### config.mk
export PLATFORM = sky130hd
export DESIGN_NAME = fixed_block_pool_allocator
export DESIGN_NICKNAME = d
export VERILOG_FILES = /design/src/design/fbpa_pkg.sv /design/src/design/fbpa_ctrl.sv /design/src/design/fbpa_dp.sv /design/src/design/fixed_block_pool_allocator.sv
export SDC_FILE = /design/constraint.sdc
export NUM_CORES = 1
export LEC_CHECK = 0
export BUFFER_PORTS_ARGS = -buffer_cell sky130_fd_sc_hd__buf_4
export CAP_MARGIN = 10
export CORE_UTILIZATION = 57
export DETAILED_ROUTE_END_ITERATION = 7
export GPL_TIMING_DRIVEN = 0
export PLACE_DENSITY_LB_ADDON = 0.25
export SYNTH_ARGS = -nofsm -noshare
export SYNTH_HDL_FRONTEND = slang
export SYNTH_SLANG_ARGS = --single-unit
### constraint.sdc
create_clock -name clk -period 6.22 [get_ports clk]
set_input_delay 0.933 -clock clk [delete_from_list [all_inputs] [get_ports clk]]
set_output_delay 0.933 -clock clk [all_outputs]
set_load 0.02 [all_outputs]
### src/design/fbpa_pkg.sv
package fbpa_pkg;

	localparam int ADDR_IO_W   = 32;
	localparam int SIZE_W      = 16;
	localparam int COUNT_W     = 7;
	localparam int INDEX_IO_W  = 6;
	localparam int STATUS_W    = 2;
	localparam int CFG_IDX_W   = 2;
	localparam int CFG_DATA_W  = 32;
	localparam int EFF_SIZE_W  = SIZE_W + 1;
	localparam int SIZE_GRAIN  = 4;

	localparam logic [STATUS_W-1:0] ST_OK      = 2'd0;
	localparam logic [STATUS_W-1:0] ST_EMPTY   = 2'd1;
	localparam logic [STATUS_W-1:0] ST_BADADDR = 2'd2;

	localparam logic [CFG_IDX_W-1:0] CFG_BASE  = 2'd0;
	localparam logic [CFG_IDX_W-1:0] CFG_SIZE  = 2'd1;
	localparam logic [CFG_IDX_W-1:0] CFG_COUNT = 2'd2;

	localparam logic OP_ALLOC = 1'b0;
	localparam logic OP_FREE  = 1'b1;

	typedef enum logic [3:0] {
		S_CLEAR,
		S_IDLE,
		S_PREP,
		S_CHECK,
		S_DIV,
		S_EVAL,
		S_SCAN,
		S_MUL,
		S_OUT
	} state_t;

	typedef struct packed {
		logic                clr_step;
		logic                load;
		logic                prep;
		logic                div_init;
		logic                div_step;
		logic                scan_init;
		logic                scan_issue;
		logic                mark_set;
		logic                mark_clr;
		logic                mul;
		logic                set_code;
		logic [STATUS_W-1:0] code;
		logic                res_load;
	} cmd_t;

	typedef struct packed {
		logic clr_last;
		logic op_free;
		logic count_zero;
		logic pre_bad;
		logic div_last;
		logic rem_zero;
		logic found;
		logic empty;
		logic out_free;
	} sts_t;

endpackage

### src/design/fbpa_ctrl.sv
module fbpa_ctrl (
	input  logic            clk,
	input  logic            arst_n,
	input  logic            in_valid,
	output logic            in_ready,
	input  fbpa_pkg::sts_t  sts,
	output fbpa_pkg::cmd_t  cmd
);
	import fbpa_pkg::*;

	state_t state_q;
	state_t state_d;

	always_ff @(posedge clk or negedge arst_n) begin
		if (!arst_n) begin
			state_q <= S_CLEAR;
		end else begin
			state_q <= state_d;
		end
	end

	always_comb begin
		state_d  = state_q;
		cmd      = '0;
		in_ready = 1'b0;
		case (state_q)
			S_CLEAR: begin
				cmd.clr_step = 1'b1;
				if (sts.clr_last) begin
					state_d = S_IDLE;
				end
			end
			S_IDLE: begin
				in_ready = 1'b1;
				if (in_valid) begin
					cmd.load = 1'b1;
					state_d  = S_PREP;
				end
			end
			S_PREP: begin
				cmd.prep = 1'b1;
				state_d  = S_CHECK;
			end
			S_CHECK: begin
				if (sts.op_free && sts.pre_bad) begin
					cmd.set_code = 1'b1;
					cmd.code     = ST_BADADDR;
					state_d      = S_OUT;
				end else if (!sts.op_free && sts.count_zero) begin
					cmd.set_code = 1'b1;
					cmd.code     = ST_EMPTY;
					state_d      = S_OUT;
				end else begin
					cmd.div_init = 1'b1;
					state_d      = S_DIV;
				end
			end
			S_DIV: begin
				cmd.div_step = 1'b1;
				if (sts.div_last) begin
					state_d = S_EVAL;
				end
			end
			S_EVAL: begin
				if (sts.op_free) begin
					cmd.set_code = 1'b1;
					if (sts.rem_zero) begin
						cmd.code     = ST_OK;
						cmd.mark_clr = 1'b1;
					end else begin
						cmd.code = ST_BADADDR;
					end
					state_d = S_OUT;
				end else begin
					cmd.scan_init = 1'b1;
					state_d       = S_SCAN;
				end
			end
			S_SCAN: begin
				if (sts.found) begin
					cmd.set_code = 1'b1;
					cmd.code     = ST_OK;
					cmd.mark_set = 1'b1;
					state_d      = S_MUL;
				end else if (sts.empty) begin
					cmd.set_code = 1'b1;
					cmd.code     = ST_EMPTY;
					state_d      = S_OUT;
				end else begin
					cmd.scan_issue = 1'b1;
				end
			end
			S_MUL: begin
				cmd.mul = 1'b1;
				state_d = S_OUT;
			end
			S_OUT: begin
				if (sts.out_free) begin
					cmd.res_load = 1'b1;
					state_d      = S_IDLE;
				end
			end
			default: begin
				state_d = S_CLEAR;
			end
		endcase
	end

endmodule

### src/design/fbpa_dp.sv
module fbpa_dp #(
	parameter int MAX_BLOCKS = 64,
	parameter int ADDR_WIDTH = 32
) (
	input  logic                              clk,
	input  logic                              arst_n,
	input  logic                              cfg_we,
	input  logic [fbpa_pkg::CFG_IDX_W-1:0]    cfg_index,
	input  logic [fbpa_pkg::CFG_DATA_W-1:0]   cfg_data,
	input  logic                              op,
	input  logic [fbpa_pkg::ADDR_IO_W-1:0]    free_address,
	input  logic                              out_ready,
	input  fbpa_pkg::cmd_t                    cmd,
	output fbpa_pkg::sts_t                    sts,
	output logic                              out_valid,
	output logic [fbpa_pkg::STATUS_W-1:0]     status,
	output logic [fbpa_pkg::ADDR_IO_W-1:0]    block_address,
	output logic [fbpa_pkg::INDEX_IO_W-1:0]   block_index
);
	import fbpa_pkg::*;

	localparam int W   = (ADDR_WIDTH < ADDR_IO_W) ? ADDR_WIDTH : ADDR_IO_W;
	localparam int IW  = (MAX_BLOCKS > 1) ? $clog2(MAX_BLOCKS) : 1;
	localparam int CW  = $clog2(MAX_BLOCKS + 1);
	localparam int KW  = (CW > 1) ? $clog2(CW) : 1;
	localparam int EW  = (CW > COUNT_W) ? CW : COUNT_W;
	localparam int RW  = EFF_SIZE_W + CW;
	localparam int PW  = IW + EFF_SIZE_W;
	localparam int XW  = (W > RW) ? W : RW;
	localparam int AXW = (W > PW) ? W : PW;
	localparam int IXW = (IW > INDEX_IO_W) ? IW : INDEX_IO_W;

	// configuration
	logic [ADDR_IO_W-1:0] base_q;
	logic [SIZE_W-1:0]    size_q;
	logic [COUNT_W-1:0]   count_q;

	always_ff @(posedge clk or negedge arst_n) begin
		if (!arst_n) begin
			base_q  <= '0;
			size_q  <= SIZE_W'(SIZE_GRAIN);
			count_q <= COUNT_W'(64);
		end else if (cfg_we) begin
			case (cfg_index)
				CFG_BASE:  base_q  <= cfg_data[ADDR_IO_W-1:0];
				CFG_SIZE:  size_q  <= cfg_data[SIZE_W-1:0];
				CFG_COUNT: count_q <= cfg_data[COUNT_W-1:0];
				default: ;
			endcase
		end
	end

	logic [W-1:0]          base_w;
	logic [EFF_SIZE_W-1:0] size_rnd;
	logic [EFF_SIZE_W-1:0] eff_size;
	logic [EW-1:0]         cnt_x;
	logic [EW-1:0]         cnt_sat;
	logic [CW-1:0]         eff_cnt;
	logic [CW-1:0]         cnt_m1;
	logic [RW-1:0]         lim_prod;

	assign base_w   = base_q[W-1:0];
	assign size_rnd = ({1'b0, size_q} + EFF_SIZE_W'(SIZE_GRAIN - 1))
	                  & ~EFF_SIZE_W'(SIZE_GRAIN - 1);
	assign eff_size = (size_rnd == '0) ? EFF_SIZE_W'(SIZE_GRAIN) : size_rnd;
	assign cnt_x    = EW'(count_q);
	assign cnt_sat  = (cnt_x > EW'(MAX_BLOCKS)) ? EW'(MAX_BLOCKS) : cnt_x;
	assign eff_cnt  = cnt_sat[CW-1:0];
	assign cnt_m1   = eff_cnt - CW'(1);
	assign lim_prod = RW'(eff_cnt) * RW'(eff_size);

	// request and address check
	logic          op_q;
	logic [W-1:0]  faddr_q;
	logic [W-1:0]  off_q;
	logic          addr_bad_q;
	logic [RW-1:0] lim_q;
	logic [XW-1:0] off_x;

	assign off_x = XW'(off_q);

	always_ff @(posedge clk) begin
		if (cmd.load) begin
			op_q    <= op;
			faddr_q <= free_address[W-1:0];
		end
		if (cmd.prep) begin
			off_q      <= faddr_q - base_w;
			addr_bad_q <= (faddr_q == '0) || (faddr_q < base_w);
			lim_q      <= lim_prod;
		end
	end

	// shared restoring divider, one quotient bit per cycle
	logic [RW-1:0] rem_q;
	logic [RW-1:0] dvs_q;
	logic [CW-1:0] quo_q;
	logic [KW-1:0] k_q;
	logic [RW-1:0] dvs_sh;
	logic [IW-1:0] search_q;

	assign dvs_sh = dvs_q << k_q;

	always_ff @(posedge clk) begin
		if (cmd.div_init) begin
			if (op_q == OP_FREE) begin
				rem_q <= off_x[RW-1:0];
				dvs_q <= RW'(eff_size);
			end else begin
				rem_q <= RW'(search_q);
				dvs_q <= RW'(eff_cnt);
			end
			quo_q <= '0;
			k_q   <= KW'(CW - 1);
		end else if (cmd.div_step) begin
			if (rem_q >= dvs_sh) begin
				rem_q     <= rem_q - dvs_sh;
				quo_q[k_q] <= 1'b1;
			end
			k_q <= k_q - KW'(1);
		end
	end

	// mark store, clearing sweep and next-fit scan
	logic          marks_mem [MAX_BLOCKS];
	logic [IW-1:0] clr_idx_q;
	logic [IW-1:0] probe_q;
	logic [CW-1:0] issued_q;
	logic          issue_ok;
	logic          rd_vld_s1;
	logic          rd_last_s1;
	logic [IW-1:0] rd_idx_s1;
	logic          rd_data_s1;
	logic          wr_en;
	logic [IW-1:0] wr_addr;
	logic          wr_data;
	logic [IW-1:0] idx_q;

	assign issue_ok = issued_q != eff_cnt;

	always_comb begin
		wr_en   = 1'b0;
		wr_addr = clr_idx_q;
		wr_data = 1'b0;
		if (cmd.clr_step) begin
			wr_en = 1'b1;
		end else if (cmd.mark_set) begin
			wr_en   = 1'b1;
			wr_addr = rd_idx_s1;
			wr_data = 1'b1;
		end else if (cmd.mark_clr) begin
			wr_en   = 1'b1;
			wr_addr = quo_q[IW-1:0];
		end
	end

	always_ff @(posedge clk) begin
		if (wr_en) begin
			marks_mem[wr_addr] <= wr_data;
		end
		if (cmd.scan_issue && issue_ok) begin
			rd_data_s1 <= marks_mem[probe_q];
		end
	end

	always_ff @(posedge clk or negedge arst_n) begin
		if (!arst_n) begin
			clr_idx_q  <= '0;
			rd_vld_s1  <= 1'b0;
			search_q   <= '0;
		end else begin
			if (cmd.clr_step) begin
				clr_idx_q <= clr_idx_q + IW'(1);
			end
			if (cmd.scan_init) begin
				rd_vld_s1 <= 1'b0;
			end else if (cmd.scan_issue) begin
				rd_vld_s1 <= issue_ok;
			end
			if (cmd.mark_set) begin
				search_q <= rd_idx_s1;
			end
		end
	end

	always_ff @(posedge clk) begin
		if (cmd.scan_init) begin
			probe_q  <= rem_q[IW-1:0];
			issued_q <= '0;
		end else if (cmd.scan_issue && issue_ok) begin
			rd_idx_s1  <= probe_q;
			rd_last_s1 <= issued_q == cnt_m1;
			probe_q    <= (probe_q == cnt_m1[IW-1:0]) ? '0 : probe_q + IW'(1);
			issued_q   <= issued_q + CW'(1);
		end
		if (cmd.mark_set) begin
			idx_q <= rd_idx_s1;
		end else if (cmd.mark_clr) begin
			idx_q <= quo_q[IW-1:0];
		end
	end

	// result
	logic [PW-1:0]         prod_q;
	logic [STATUS_W-1:0]   code_q;
	logic [AXW-1:0]        prod_x;
	logic [W-1:0]          sum_w;
	logic [IXW-1:0]        idx_x;
	logic                  out_valid_q;
	logic [STATUS_W-1:0]   status_q;
	logic [ADDR_IO_W-1:0]  addr_q;
	logic [INDEX_IO_W-1:0] index_q;

	assign prod_x = AXW'(prod_q);
	assign sum_w  = base_w + prod_x[W-1:0];
	assign idx_x  = IXW'(idx_q);

	always_ff @(posedge clk) begin
		if (cmd.mul) begin
			prod_q <= idx_q * eff_size;
		end
		if (cmd.set_code) begin
			code_q <= cmd.code;
		end
		if (cmd.res_load) begin
			status_q <= code_q;
			addr_q   <= (code_q == ST_OK && op_q == OP_ALLOC) ? ADDR_IO_W'(sum_w) : '0;
			index_q  <= (code_q == ST_OK) ? idx_x[INDEX_IO_W-1:0] : '0;
		end
	end

	always_ff @(posedge clk or negedge arst_n) begin
		if (!arst_n) begin
			out_valid_q <= 1'b0;
		end else if (cmd.res_load) begin
			out_valid_q <= 1'b1;
		end else if (out_ready) begin
			out_valid_q <= 1'b0;
		end
	end

	assign out_valid     = out_valid_q;
	assign status        = status_q;
	assign block_address = addr_q;
	assign block_index   = index_q;

	assign sts.clr_last   = clr_idx_q == IW'(MAX_BLOCKS - 1);
	assign sts.op_free    = op_q == OP_FREE;
	assign sts.count_zero = eff_cnt == '0;
	assign sts.pre_bad    = addr_bad_q || (off_x >= XW'(lim_q));
	assign sts.div_last   = k_q == '0;
	assign sts.rem_zero   = rem_q == '0;
	assign sts.found      = rd_vld_s1 && !rd_data_s1;
	assign sts.empty      = rd_vld_s1 && rd_last_s1 && rd_data_s1;
	assign sts.out_free   = !out_valid_q || out_ready;

endmodule

### src/design/fixed_block_pool_allocator.sv
// Steps: prepare, check, divide over C = clog2(MAX_BLOCKS+1) bits (7 by default),
//   evaluate; an allocate then scans next fit and, if a block is free, multiplies.
//   A free failing the range check or an allocate with no blocks goes to the output.
// Throughput: one item at a time, next beat taken the cycle after the result is loaded;
//   the divider steps and the one-probe-per-cycle mark store set the pace.
// Reset: a sweep sets every mark in the store to free, in_ready low; config is taken.
module fixed_block_pool_allocator #(
	parameter int MAX_BLOCKS = 64,
	parameter int ADDR_WIDTH = 32
) (
	input  logic                              clk,
	input  logic                              arst_n,
	input  logic                              cfg_we,
	input  logic [fbpa_pkg::CFG_IDX_W-1:0]    cfg_index,
	input  logic [fbpa_pkg::CFG_DATA_W-1:0]   cfg_data,
	input  logic                              in_valid,
	output logic                              in_ready,
	input  logic                              op,
	input  logic [fbpa_pkg::ADDR_IO_W-1:0]    free_address,
	output logic                              out_valid,
	input  logic                              out_ready,
	output logic [fbpa_pkg::STATUS_W-1:0]     status,
	output logic [fbpa_pkg::ADDR_IO_W-1:0]    block_address,
	output logic [fbpa_pkg::INDEX_IO_W-1:0]   block_index
);
	import fbpa_pkg::*;

	// The controller sequences each request: address check, a shared restoring
	// divider (free offset by block size, or search start modulo block count),
	// the next-fit scan of the mark store for an allocate, and the load of the output register.
	cmd_t cmd;
	sts_t sts;

	fbpa_ctrl u_ctrl (
		.clk      (clk),
		.arst_n   (arst_n),
		.in_valid (in_valid),
		.in_ready (in_ready),
		.sts      (sts),
		.cmd      (cmd)
	);

	// Datapath owns the configuration registers, the mark store, the divider
	// and the output register that holds a result until its beat is taken.
	fbpa_dp #(
		.MAX_BLOCKS (MAX_BLOCKS),
		.ADDR_WIDTH (ADDR_WIDTH)
	) u_dp (
		.clk           (clk),
		.arst_n        (arst_n),
		.cfg_we        (cfg_we),
		.cfg_index     (cfg_index),
		.cfg_data      (cfg_data),
		.op            (op),
		.free_address  (free_address),
		.out_ready     (out_ready),
		.cmd           (cmd),
		.sts           (sts),
		.out_valid     (out_valid),
		.status        (status),
		.block_address (block_address),
		.block_index   (block_index)
	);

	// One request in flight: an accepted beat keeps the input closed next cycle.
	a_one_in_flight: assert property (@(posedge clk) disable iff (!arst_n)
		in_valid && in_ready |=> !in_ready)
		else $error("input taken while a request is in flight");

	// A failed request carries neither an address nor an index.
	a_fail_zero: assert property (@(posedge clk) disable iff (!arst_n)
		out_valid && status != ST_OK |-> block_address == '0 && block_index == '0)
		else $error("failed request returned a nonzero address or index");

	// A block is claimed only when the scan has seen it free, and the scan stops there.
	a_claim_free: assert property (@(posedge clk) disable iff (!arst_n)
		cmd.mark_set |-> sts.found && !cmd.scan_issue)
		else $error("block claimed without a free probe");

	// The output register is reloaded only once its beat has gone.
	a_load_free: assert property (@(posedge clk) disable iff (!arst_n)
		cmd.res_load |-> sts.out_free)
		else $error("result overwritten before it was taken");

endmodule

==> After elaboration in Yosys (flattened, before gate mapping) <==
Memories as Yosys holds them, arrays and structs flattened. A register that Yosys moved wholly into a read port is not among the register bits.
Index checks and enable logic that the tools add are counted.
W data, S select, Z words.
{ "word_totals": {"register_bits": 312, "ramBits": 64, "in_bits": 72, "mem_count": 1} }
{ "memory_table": {"columns": ["memory", "words", "word_bits", "read_ports", "rd_clocked_by_memory_dff", "wr", "line", "text"], "rows": [
  ["u_dp.marks_mem", 64, 1, 1, 1, 1, "fbpa_dp.sv:125", "logic marks_mem [MAX_BLOCKS];"]
]} }
{ "classes": {"add_sub_neg": 9, "multipliers": 2, "n_lt_le_gt_ge": 6, "n_eq_ne": 19, "n_shift": 1, "n_mux": 66, "bitwise": 3, "reduce_logical": 35} }
{ "ops": {"columns": ["cell", "n"], "rows": [
  ["$mux W24", 4],
  ["$mux W6", 8],
  ["$mux W4", 9],
  ["$pmux W4 S9", 1],
  ["$add A32 B23 Y32", 1],
  ["$ge A32 B24 Y1", 1],
  ["$logic_not A32 Y1", 1],
  ["$lt A32 B32 Y1", 1],
  ["$mux W1", 32],
  ["$sub A32 B32 Y32", 1],
  ["$ge A24 B24 Y1", 1],
  ["$logic_not A24 Y1", 1],
  ["$mul A7 B17 Y24", 1],
  ["$shl A24 B3 Y24", 1],
  ["$sub A24 B24 Y24", 1],
  ["$mul A6 B17 Y23", 1],
  ["$add A16 B2 Y17 const B", 1],
  ["$logic_not A17 Y1", 1],
  ["$mux W17", 1],
  ["$eq A4 B3 Y1 const B", 4],
  ["$mux W3", 5],
  ["$mux W7", 2],
  ["$add A6 B1 Y6 const B", 2],
  ["$reduce_and A2 Y1", 6],
  ["other kinds (31)", 54]
]} }

==> Logic depth before layout (Yosys ltp) <==
Gate-level depths: netlist of the first run.
{ "logic_depth": {"depth_word": 9, "depth_mapped": 26, "mapped_depth_nobuf": 25} }

==> Modules after synthesis <==
Synthesis of the first run repeated with hierarchy kept, for this count alone.
{ "unflattened": {"cells_unflattened": 2518, "area_unflattened_um2": 25819.8} }
{ "modules_own_cells": {"columns": ["module", "n_inst", "cells_per_inst", "area_each_um2"], "rows": [
  ["fbpa_dp", 1, 2448, 25304.3],
  ["fbpa_ctrl", 1, 70, 515.5]
]} }

==> Worst setup path after synthesis of the first run <==
No wires, ideal clock.
{ "synth_timing": {"kind": "flip-flop to flip-flop", "startpoint": "register u_dp.size_q[2]", "endpoint": "register u_dp.lim_q[22] (data pin)", "setup_ns": 0.265, "arrival_time_ns": 5.741, "t_required_ns": 5.955, "slack_ns": 0.214, "stages_incl_launch_ff": 25, "n_path_buf": 1, "synth_period_minus_slack_ns": 6.006, "path_cell_list": "dfstp_2 > o21ai_1 > nor2_4 > nand4_4 > nor2_4 > nand3_2 > nor2_4 > nand2_1 > xnor2_1 > buf_2 > nand2_1 > fa_1 > fa_1 > inv_1 > fa_1 > inv_1 > fa_1 > inv_1 > ha_1 > a2111oi_0 > a21oi_1 > a21oi_1 > nor2b_1 > o21ai_0 > xor2_1"} }
{ "synth_between": {"elab_chain_cells": 4} }
{ "synth_rtl": {"columns": ["element", "line", "text"], "rows": [
  ["start, declared", "fbpa_dp.sv:35", "logic [SIZE_W-1:0] size_q;"],
  ["start signal, assigned", "fbpa_dp.sv:41", "size_q <= SIZE_W'(SIZE_GRAIN);"],
  ["start signal, assigned", "fbpa_dp.sv:46", "CFG_SIZE: size_q <= cfg_data[SIZE_W-1:0];"],
  ["$add A16 B2 Y17 (*)", "fbpa_dp.sv:63", "assign size_rnd = ({1'b0, size_q} + EFF_SIZE_W'(SIZE_GRAIN - 1))"],
  ["$logic_not A17 Y1", "fbpa_dp.sv:65", "assign eff_size = (size_rnd == '0) ? EFF_SIZE_W'(SIZE_GRAIN) : size_rnd;"],
  ["$mux W17 (*)", "fbpa_dp.sv:65", null],
  ["$mul A7 B17 Y24 (*)", "fbpa_dp.sv:70", "assign lim_prod = RW'(eff_cnt) * RW'(eff_size);"],
  ["named net u_dp.lim_prod[22]", "fbpa_dp.sv:60", "logic [RW-1:0] lim_prod;"],
  ["end signal, assigned", "fbpa_dp.sv:90", "lim_q <= lim_prod;"],
  ["end, declared", "fbpa_dp.sv:77", "logic [RW-1:0] lim_q;"]
]} }
The timed path passes the listed nets; every way through them passes the cells marked *.
A chain may end at the register's enable or synchronous reset.

==> Worst setup path in the final report of the first run <==
{ "layout_timing": {"startpoint": "register u_dp.size_q[2]", "endpoint": "register u_dp.lim_q[21] (data pin)"} }
Same word-level chain as after synthesis.

==> results of run 1 <==
## report_power, final
part	switching, W	internal [W]	leakage, nW
Combinational	0.00339	0.00243	8.05
Sequential	0.000105	0.00297	3.45
Clock	0.00104	0.00149	0.681
Total	0.00454	0.00690	12.2
## sequential cells by signal, summed over array words and instances (netlist names), 2 cells and up
name	cells
u_dp.marks_mem	64
u_dp.base_q	32
u_dp.block_address	32
u_dp.faddr_q	32
u_dp.off_q	32
u_dp.rem_q	24
u_dp.lim_q	22
u_dp.prod_q	21
u_dp.dvs_q	17
u_dp.size_q	16
u_dp.cnt_x	7
u_dp.issued_q	7
u_dp.block_index	6
u_dp.clr_idx_q	6
u_dp.idx_q	6
u_dp.probe_q	6
u_dp.quo_q	6
u_dp.rd_idx_s1	6
u_dp.search_q	6
u_ctrl.state_q	4
u_dp.k_q	3
u_dp.code_q	2
u_dp.status	2
## path summary, 6_finish.rpt
kind / start / end / slack (ns) / cells after the start
worst min register to register: u_dp.probe_q[3] / u_dp.rd_idx_s1[3] / 0.45 / 0
worst max register to register: u_dp.size_q[2] / u_dp.lim_q[21] / -0.06 / 20
worst max-delay path: u_dp.size_q[2] / u_dp.lim_q[21] / -0.06 / 20
max in group asynchronous: arst_n / u_dp.size_q[4] / 4.98 / 1
min in group asynchronous: arst_n / u_dp.clr_idx_q[0] / 0.48 / 1
worst min-delay path: u_dp.probe_q[3] / u_dp.rd_idx_s1[3] / 0.45 / 0
## worst max-delay path, cell delays in order (launching register included)
cell and delay, ns:
dfstp_2 0.58, o21ai_4 0.10, nor2_4 0.17, nand4_4 0.16, nor2_4 0.18, buf_4 0.19, nand2_2 0.16, xnor2_4 0.41
nand2_1 0.12, fa_1 0.53, fa_1 0.44, fa_1 0.55, inv_1 0.06, fa_1 0.47, ha_1 0.46, nand3_1 0.17
o21ai_2 0.33, o211ai_1 0.20, o21bai_1 0.22, a21oi_2 0.10, xnor2_2 0.41
## Yosys cell counts, types with 12 or more instances
cell type	count
ha_1	174
nand2_1	250
mux2i_1	34
mux4_2	25
edfxtp_1	276
and2_1	72
xor2_1	50
inv_1	228
xnor2_1	106
clkbuf_1	48
o21ai_0	105
nor3_1	38
or3_1	13
nand4_1	17
fa_1	120
dfxtp_1	16
nor2b_1	31
nand3_1	50
dfrtp_1	71
and3_1	12
mux2_2	29
nor2_1	233
a211oi_1	13
buf_2	12
nor4_1	25
a21oi_1	126
o21ai_1	12
o21a_1	19
a21o_1	43
nand2b_1	26
## area by class of cell
class	count	share of cell area, %
Timing Repair Buffer	151	4.07
Tap cell	585	2.51
Inverter	230	2.97
Buffer	73	1.16
Sequential cell	365	35.8
Clock buffer	48	3.79
Clock inverter	27	1.04
Multi-Input combinational cell	1762	48.6
Antenna cell	1	0.00859
## what timing repair did
item / in CTS / in global routing
endpoints found under the setup margin: 13 / 14
hold buffers: 0 / 0
resized for setup: 43 / 37
pin swaps: 6 / 20
setup buffers: 6 / 21
cloned: 0 / 0
## per-layer routing
metal | up-vias | routed length (um) | GRT usage, %
met5 | - | 0 | 0
met4 | 0 | 3150 | 13.6
met3 | 185 | 5590 | 4.51
met2 | 834 | 32300 | 49.2
met1 | 9668 | 28900 | 42.8
li1 | 8855 | - | -
## stage by stage
step | setup TNS, ns | total power [W] | util [%] | instances
3_3_place_gp | -31.13 | 0.00833 | 61.9 | 3129
6_report | -0.0646 | 0.0114 | 67.2 | 3242
3_5_place_dp | -8.96 | 0.00848 | 62.2 | 3139
2_1_floorplan | 0 | 0.00715 | - | 2431
4_1_cts | -0.00495 | 0.0111 | 66.1 | 3219
5_1_grt | -0.783 | 0.0122 | 67.2 | 3241
## cell families after synthesis
family,after synthesis
and+or+nand+nor,813
AOI/OAI and AO/OA,410
DFF,365
buffers and inverters,304
adders and majority gates,294
xor gates and xnor gates,157
muxes,88
==> results by group, run 1 <==
Worst setup path
  • CP startpoint kind: register
  • Kind of critical path: register to register
  • Worst-path fanout max: 9
  • Crit end category: register
  • Critical Path RT: between 6 and 7 ns
  • Worst EP arrival: 6.62 ns

Timing
  • Unrepaired setup endpoints after global routing: yes
  • Layout Skew: 0.0354 ns
  • Setup violations, final: 1
  • PnR worst setup slack: -0.0646 ns
  • Hold WS: 0.447 ns
  • Final Hold Fails: 0
  • Max transition margin: a little under a quarter
  • Worst-Margin Slew: 1.15 ns
  • Tcrit/Tclk final: 101%
  • Max-slew violations: 0
  • Fmax: 159 MHz
  • Final min period: 6.28 ns

Power
  • Pwr dens: 392 nW/um2
  • P_leak: between 10 and 15 nW
  • Max VDD drop: about 850 uV

Synth
  • Post-synthesis cell area: 25,300 um2
  • Mux share of post-synthesis cell area: 4.87%
  • Top_reg_cell synth: edfxtp_1
  • Yosys reg bits: 365
  • XOR/XNOR Fraction of Synth Area: 5.47%
  • Async S/R FF share, synth: around a fifth
  • Fraction of the mapped netlist area in adder cells: 18.1%
  • Compound-gate portion of the synthesized area: 10.2%
  • Sequential fraction of the synthesis area: 41.3%
  • Synth Instances: 2,431
  • Syn Nets: 2,797
  • Post-synth EDFFs: approximately 280
  • Dominant combinational cell family by area after synthesis: adder cells
  • Post-synth top area share: between 30 and 40%
  • Post-synth cell types: 84
  • Synth area leader: edfxtp_1
  • Post-synthesis simple-gate area fraction: ~15%
  • Synth Warn #: 0
  • Leading post-synthesis cells by cell area: edfxtp_1, fa_1, ha_1, dfrtp_1, nand2_1
  • Post-synthesis area per instance: 10.4 um2

Final layout
  • Fillers: 3,316
  • Commonest non-fill, non-tap cell in the layout: edfxtp_1
  • Commonest cells after routing, fill and taps aside: edfxtp_1, nand2_1, nor2_1, inv_1, ha_1
  • FF/Latch Area: roughly 10,000 um2
  • Nets: 2,990
  • Layout cells sized above 1: 14.2%
  • Multi-input gate area: 14,200 um2
  • Cell area after layout: 29,100 um2
  • Synthesis-to-layout area growth: 15.2%

GRT
  • Wire length of the first global-routing pass: 106 mm
  • Largest net degree at the start of global routing: 74
  • GRT overflow: 0
  • Initial antenna violation count: 6
  • Total GRT Usage: 31.1%
  • Vias in the first global route: 19,200

Clock network
  • Total clock sinks: about 370
  • Max Root-Sink Buffers: 3
  • H-tree depth: 2
  • Clock buffer count from CTS: 41
  • Clk root buf: clkbuf_16
  • CTS tree: yes
  • Clk Latency, worst-skew pair: about 0.58 ns
  • Clk slew on worst S/H paths: roughly 0.060 ns

Floorplanning
  • Die span in x: 213 um
  • Initial core utilization: about three fifths
  • Core area: 43,400 um2
  • Core Rows: 76
  • Die Ht: 213 um
  • Die area: 45,200 um2
  • I/O pins: 114

Placed design
  • Post-Place Cell Area: 27,000 um2
  • Gpl congestion: approximately 1.0
  • Pre-CTS WS: -1.44 ns
  • DP Wirelength: 53.5 mm
  • IO Port Bufs: about 110

Drt
  • Avg WL per Cell: 21.6 um
  • Antenna viol nets, final: 0
  • # DRC: 0
  • Iter 0 DRT Violations: between 1,500 and 2,000
  • Vias per Instance: about 6
  • Routed vias: 19,500
  • Final wirelength: 70.0 mm
  • Drt pass-1 iters: 6

Outcome
  • Violated checks: setup timing
  • Status: finished, violations left

Worst hold path
  • Path type of the worst min-delay path: register to register

Run
  • Max cap viols: 0
Note: power is estimated with default switching activity, not from simulation.
==> run 2: changes to the inputs <==
--- a/config.mk
+++ b/config.mk
@@ -11,6 +11,7 @@
 export DETAILED_ROUTE_END_ITERATION = 7
 export GPL_TIMING_DRIVEN = 0
 export PLACE_DENSITY_LB_ADDON = 0.25
+export RECOVER_POWER = 50
 export SYNTH_ARGS = -nofsm -noshare
 export SYNTH_HDL_FRONTEND = slang
 export SYNTH_SLANG_ARGS = --single-unit
==> results by group, run 2 (synthesis gave the netlist of run 1 again) <==
Worst setup path
  • Critical Path RT: between 6 and 7 ns
  • CP startpoint kind: register
  • Kind of critical path: register to register
  • Worst EP arrival: around 6.6 ns
  • FF-to-FF End: u_dp.lim_q[21]
  • Crit end category: register
  • Reg2reg setup slack: -0.01 ns
  • Worst-case reg-to-reg path depth: 20
  • Worst r2r src: u_dp.size_q[13]
  • Worst-path fanout max: 6

GRT
  • Vias in the first global route: 19,200
  • Wire length of the first global-routing pass: 106 mm
  • Total GRT Usage: 31.1%
  • Largest net degree at the start of global routing: 74
  • Initial antenna violation count: 6
  • GRT overflow: 0

Drt
  • Antenna viol nets, final: 0
  • Final wirelength: 69.9 mm
  • Routed vias: ~19,000
  • Vias per Instance: between 6 and 7
  • Avg WL per Cell: 21.6 um
  • Drt pass-1 iters: 8
  • # DRC: 4
  • Iter 0 DRT Violations: 1,891

Final layout
  • Layout cells sized above 1: 13.4%
  • Nets: ~3,000
  • Commonest cells after routing, fill and taps aside: edfxtp_1, nand2_1, nor2_1, inv_1, ha_1
  • # diodes: 0
  • Biggest register: u_dp.marks_mem
  • Fillers: 3,343
  • Max FFs per register: 64
  • Commonest non-fill, non-tap cell in the layout: edfxtp_1
  • Synthesis-to-layout area growth: 14.9%

Floorplanning
  • Initial core utilization: slightly below 60%
  • Core area: 43,400 um2
  • Die Ht: roughly 210 um
  • Die area: 45,200 um2
  • I/O pins: 114
  • Core Rows: 76
  • Die span in x: 213 um

Clock network
  • CTS tree: yes
  • Hold-fix buffers, CTS: 0
  • Clk root buf: clkbuf_16
  • Clk slew on worst S/H paths: 0.06 ns
  • Total clock sinks: 365
  • H-tree depth: 2
  • Clk Latency, worst-skew pair: 0.58 ns
  • Clock buffer count from CTS: 41
  • Max Root-Sink Buffers: 3

Worst hold path
  • Path type of the worst min-delay path: register to register
  • Hold Crit Start: u_dp.probe_q[3]
  • Hold endpoint: u_dp.rd_idx_s1[3]
  • Worst hold stages: 0

Run
  • Max cap viols: 2

Timing
  • Final Hold Fails: 0
  • PnR worst setup slack: -0.0140 ns
  • Max-slew violations: 75
  • Setup violations, final: 1
  • Tcrit/Tclk final: 100%
  • Final min period: 6.23 ns
  • Fmax: 160 MHz
  • Unrepaired setup endpoints after global routing: yes
  • Worst-Margin Slew: slightly above 4 ns
  • Max transition margin: -177%
  • Layout Skew: 0.0346 ns

Power
  • Pwr dens: 394 nW/um2
  • Final Total Pwr: 0.0114 W
  • P_leak: 12.1 nW
  • Max VDD drop: 855 uV

Outcome
  • Status: finished, violations left
  • Violated checks: DRC, capacitance limit, slew limit, setup timing

Placed design
  • Gpl congestion: 1.00
  • IO Port Bufs: between 100 and 150
  • Pre-CTS WS: -1.44 ns
  • DP Wirelength: 53.5 mm
## run 2: changes by cell type in the layout (fill, tap and decap cells not counted), sizes merged
cell	before	now
clkbuf	98	136
buf	174	136
diode	1	0
## run 2: worst max-delay path by stage
| stage | cells after the start | slack (ns) | end | start |
|---|---|---|---|---|
| finish | 20 | -0.01 | u_dp.lim_q[21] | u_dp.size_q[13] |
| floorplan | 24 | 0.21 | u_dp.lim_q[22] | u_dp.size_q[2] |
| global placement | 24 | -1.27 | u_dp.lim_q[22] | u_dp.size_q[2] |
| CTS | 22 | -0.005 | u_dp.lim_q[22] | u_dp.size_q[2] |
| global route | 25 | -0.22 | u_dp.lim_q[21] | u_dp.size_q[3] |
| detailed placement | 24 | -1.44 | u_dp.lim_q[22] | u_dp.size_q[2] |
## run 2: stage by stage
stage	TNS (ns)	utilization (%)	hold slack, ns	std cells	cell area (um2)
2_1_floorplan	0	-	0.424	2431	25300
3_3_place_gp	-31.13	61.9	0.429	3129	26900
3_5_place_dp	-8.96	62.2	0.435	3139	27000
4_1_cts	-0.00495	66.1	0.448	3219	28700
5_1_grt	-0.783	66.9	0.462	3241	29000
6_report	-0.0140	66.9	0.449	3241	29000
## run 2: routing by layer
layer	global-route usage, %	vias to the layer above	share of wire (%)
li1	-	8845	-
met1	42.8	9629	41
met2	49.2	819	47
met3	4.51	170	7.9
met4	13.6	0	4.3
met5	0	-	0
## run 2: layout make-up
cell class,instances,area [um2],share of cell area [%]
Multi-Input combinational cell,1762,14100,48.6
Sequential cell,365,10400,36.0
Inverter,230,866,2.98
Tap cell,585,732,2.52
Buffer,73,333,1.15
Clock inverter,27,303,1.04
Clock buffer,48,1100,3.80
Timing Repair Buffer,151,1130,3.90
## run 2: worst max-delay path, cell delays in order (launching register included)
cell and delay, ns:
dfrtp_1 0.59, nor3_1 0.36, nand4_1 0.27, a21oi_4 0.26, nand2_1 0.11, fa_1 0.52, fa_1 0.55, inv_1 0.05
fa_1 0.53, inv_1 0.06, fa_1 0.53, inv_1 0.04, ha_1 0.33, nand2_1 0.06, o211ai_1 0.35, o31ai_4 0.14
o21ai_2 0.35, o211ai_1 0.20, o21bai_1 0.22, a21oi_2 0.10, xnor2_2 0.38
## run 2: report_power, final
group	switching, W	internal, W	total, W
logic	0.00339	0.00243	0.00582
registers	0.000105	0.00297	0.00308
clock network	0.00104	0.00149	0.00253
total	0.00454	0.00689	0.0114
## run 2: repair_timing
action,in CTS,in global routing
endpoints found under the setup margin,13,14
resized for setup,43,37
buffers inserted,6,21
pin swaps,6,20
==> run 3: changes to the inputs <==
--- a/config.mk
+++ b/config.mk
@@ -14,4 +14,5 @@
 export RECOVER_POWER = 50
 export SYNTH_ARGS = -nofsm -noshare
 export SYNTH_HDL_FRONTEND = slang
+export SYNTH_HIERARCHICAL = 1
 export SYNTH_SLANG_ARGS = --single-unit
==> results by group, run 3 <==
Worst setup path
  • Critical Path RT: 6.50 ns
  • Kind of critical path: register to register
  • CP max-delay cell: dfstp_2
  • CP startpoint kind: register
  • Worst-path fanout max: 6
  • Worst EP arrival: 6.38 ns
  • Crit end category: register
  • Max incr delay on CP: 0.58 ns
  • Most common cell type on the critical path: fa_1

Synth
  • Post-synthesis simple-gate area fraction: 15.6%
  • Most instantiated cells after synthesis: edfxtp_1, nor2_1, inv_1
  • Synth Instances: roughly 2,500
  • Synth area leader: edfxtp_1
  • Fraction of the mapped netlist area in adder cells: 17.7%
  • Post-synth top area share: between 30 and 40%
  • Top_reg_cell synth: edfxtp_1
  • Syn Nets: 2,884
  • Async S/R FF share, synth: 20.0%
  • Post-synth EDFFs: 276
  • Post-synthesis area per instance: between 10 and 15 um2
  • Synth Warn #: 6
  • Sequential fraction of the synthesis area: 40.4%
  • Post-synthesis cell area: 25,800 um2
  • Mux share of post-synthesis cell area: 4.96%
  • Most numerous cell in the Yosys netlist: edfxtp_1
  • Leading post-synthesis cells by cell area: edfxtp_1, fa_1, ha_1, dfrtp_1, nor2_1
  • Yosys reg bits: roughly 370
  • XOR/XNOR Fraction of Synth Area: 5.15%
  • Compound-gate portion of the synthesized area: around 11%
  • Post-synth cell types: roughly 100
  • Dominant combinational cell family by area after synthesis: adder cells

Timing
  • Max transition margin: -212%
  • Worst-Margin Slew: around 4.7 ns
  • Fmax: 164 MHz
  • Setup violations, final: 0
  • Final min period: 6.10 ns
  • Final Hold Fails: 0
  • Hold WS: 0.447 ns
  • Layout Skew: 0.0345 ns
  • Tcrit/Tclk final: a little over nine tenths
  • Final TNS setup: 0 ns
  • Max-slew violations: 74

Drt
  • Antenna viol nets, final: 0
  • Drt pass-1 iters: 5
  • Routed vias: 20,000
  • # DRC: 0
  • Avg WL per Cell: 21.5 um
  • Final wirelength: a little over 70 mm
  • Vias per Instance: roughly 6
  • Iter 0 DRT Violations: 1,804

Final layout
  • Layout cells sized above 1: 12.5%
  • Biggest register: u_dp/marks_mem
  • Max FFs per register: 64
  • Synthesis-to-layout area growth: 13.8%
  • Final Instance Count excl. Fillers: 3,332
  • Commonest cells after routing, fill and taps aside: edfxtp_1, nor2_1, inv_1, nand2_1, ha_1
  • Commonest non-fill, non-tap cell in the layout: edfxtp_1
  • Nets: 3,075
  • # diodes: 0

GRT
  • GRT overflow: 0
  • Initial antenna violation count: 2
  • Largest net degree at the start of global routing: 74
  • Vias in the first global route: 19,600
  • Total GRT Usage: around 31%
  • Wire length of the first global-routing pass: 110 mm

Power
  • Max VDD drop: 306 uV
  • Pwr dens: 476 nW/um2
  • Pint: 0.00790 W
  • Comb pwr share: 56.4%
  • Clock power frac: 17.0%
  • Switching share of power: a little over two fifths
  • P_leak: roughly 12 nW
  • Sequential group share of total power: around a quarter
  • Switching power: 0.00608 W

Outcome
  • Status: finished, violations left
  • Violated checks: capacitance limit, slew limit

Worst hold path
  • Path type of the worst min-delay path: register to register

Clock network
  • Clock buffer count from CTS: 40
  • Max Root-Sink Buffers: 3
  • Clk root buf: clkbuf_16
  • Clk Latency, worst-skew pair: approximately 0.57 ns
  • H-tree depth: 2
  • Clk slew on worst S/H paths: 0.06 ns
  • Total clock sinks: about 370
  • CTS tree: yes

Floorplanning
  • I/O pins: 114
  • Initial core utilization: between 50 and 60%
  • Core area: 44,400 um2
  • Die area: 46,200 um2
  • Die Ht: 215 um
  • Core Rows: 77
  • Die span in x: 215 um

Placed design
  • Gpl congestion: 0.955
  • DP Wirelength: 54.7 mm
  • IO Port Bufs: roughly 110
  • Placed Cells: 3,232

Run
  • Max cap viols: 1
==> run 3: cell count changes after synthesis, sizes merged, moves of 7 or more <==
cell    delta
inv       +10
nor2      +34
o21ai     +12
nand2     -12
nand3     -21
clkbuf    +16
o21bai     +8
xnor2     -11
and2       -8
a211oi     +7
a21oi     +14
==> run 3: worst paths after layout <==
| path | from | end | slack, ns | depth (start not counted) |
|---|---|---|---|---|
| setup / recovery | u_dp/size_q[2] | u_dp/lim_q[22] | 0.12 | 27 |
| hold / removal | u_dp/probe_q[3] | u_dp/rd_idx_s1[3] | 0.45 | 0 |
| setup reg to reg | u_dp/size_q[2] | u_dp/lim_q[22] | 0.12 | 27 |
| hold reg to reg | u_dp/probe_q[3] | u_dp/rd_idx_s1[3] | 0.45 | 0 |
| max in group asynchronous | arst_n | u_dp/size_q[5] | 1.18 | 1 |
| min in group asynchronous | arst_n | u_ctrl/state_q[3] | 2.03 | 1 |
==> run 3: cells by family after synthesis <==
logic type,after synthesis
AND/OR/NAND/NOR,833
AO/OA/AOI/OAI,457
flip-flops,365
buffers and inverters,328
adder cells (fa/ha/maj),294
XOR/XNOR,150
multiplexers,91
==> run 3: what timing repair did <==
action	in CTS	in global routing
buffers inserted	8	19
hold buffers	0	0
endpoints found under the setup margin	14	11
resized for setup	25	39
pin swaps	5	15
hold endpoints to repair	0	0
cloned	0	0
==> run 3: layer usage <==
layer | share of wire [%] | global-route usage, % | wire length, um
met5 | 0.020 | 0 | 14
met1 | 41 | 41.6 | 29400
met4 | 3.6 | 10.2 | 2540
met3 | 8.3 | 5.87 | 5980
met2 | 47 | 50.6 | 33700
==> run 3: power by group through the flow <==
stage | clock [W] | sequential (W) | combinational (W)
5_1_grt | 0.00249 | 0.00375 | 0.00866
6_report | 0.00237 | 0.00372 | 0.00789
4_1_cts | 0.00242 | 0.00370 | 0.00765
2_1_floorplan | 0 | 0.00361 | 0.00567
3_3_place_gp | 0 | 0.00373 | 0.00733
3_5_place_dp | 0 | 0.00373 | 0.00752
==> run 3: area by class of cell <==
type,instances,area (um2)
Timing Repair Buffer,152,1130
Clock buffer,48,1050
Tap cell,592,741
Multi-Input combinational cell,1825,14500
Sequential cell,365,10400
Clock inverter,25,250
Buffer,83,362
Inverter,242,908
Fill cell,3445,15000
==> run 3: worst max-delay path, delay by kind of cell, from the launching register on <==
kind / cells / cell delay [ns]
AOI/OAI and AO/OA: 7 / 0.99
xor gates and xnor gates: 2 / 0.31
adders and majority gates: 5 / 2.31
buffers and inverters: 5 / 0.46
DFF: 1 / 0.58
and+or+nand+nor: 8 / 1.18
==> run 3: stage by stage <==
step	total power, W	worst slack, ns	util [%]	cell area [um2]
after floorplan	0.00928	0.359	-	25800
after global placement	0.0111	-0.534	61.7	27400
after detailed placement	0.0113	-0.652	62.1	27600
after CTS	0.0138	-0.0207	65.5	29100
after global routing	0.0149	-0.0881	66.1	29400
final	0.0140	0.124	66.1	29400
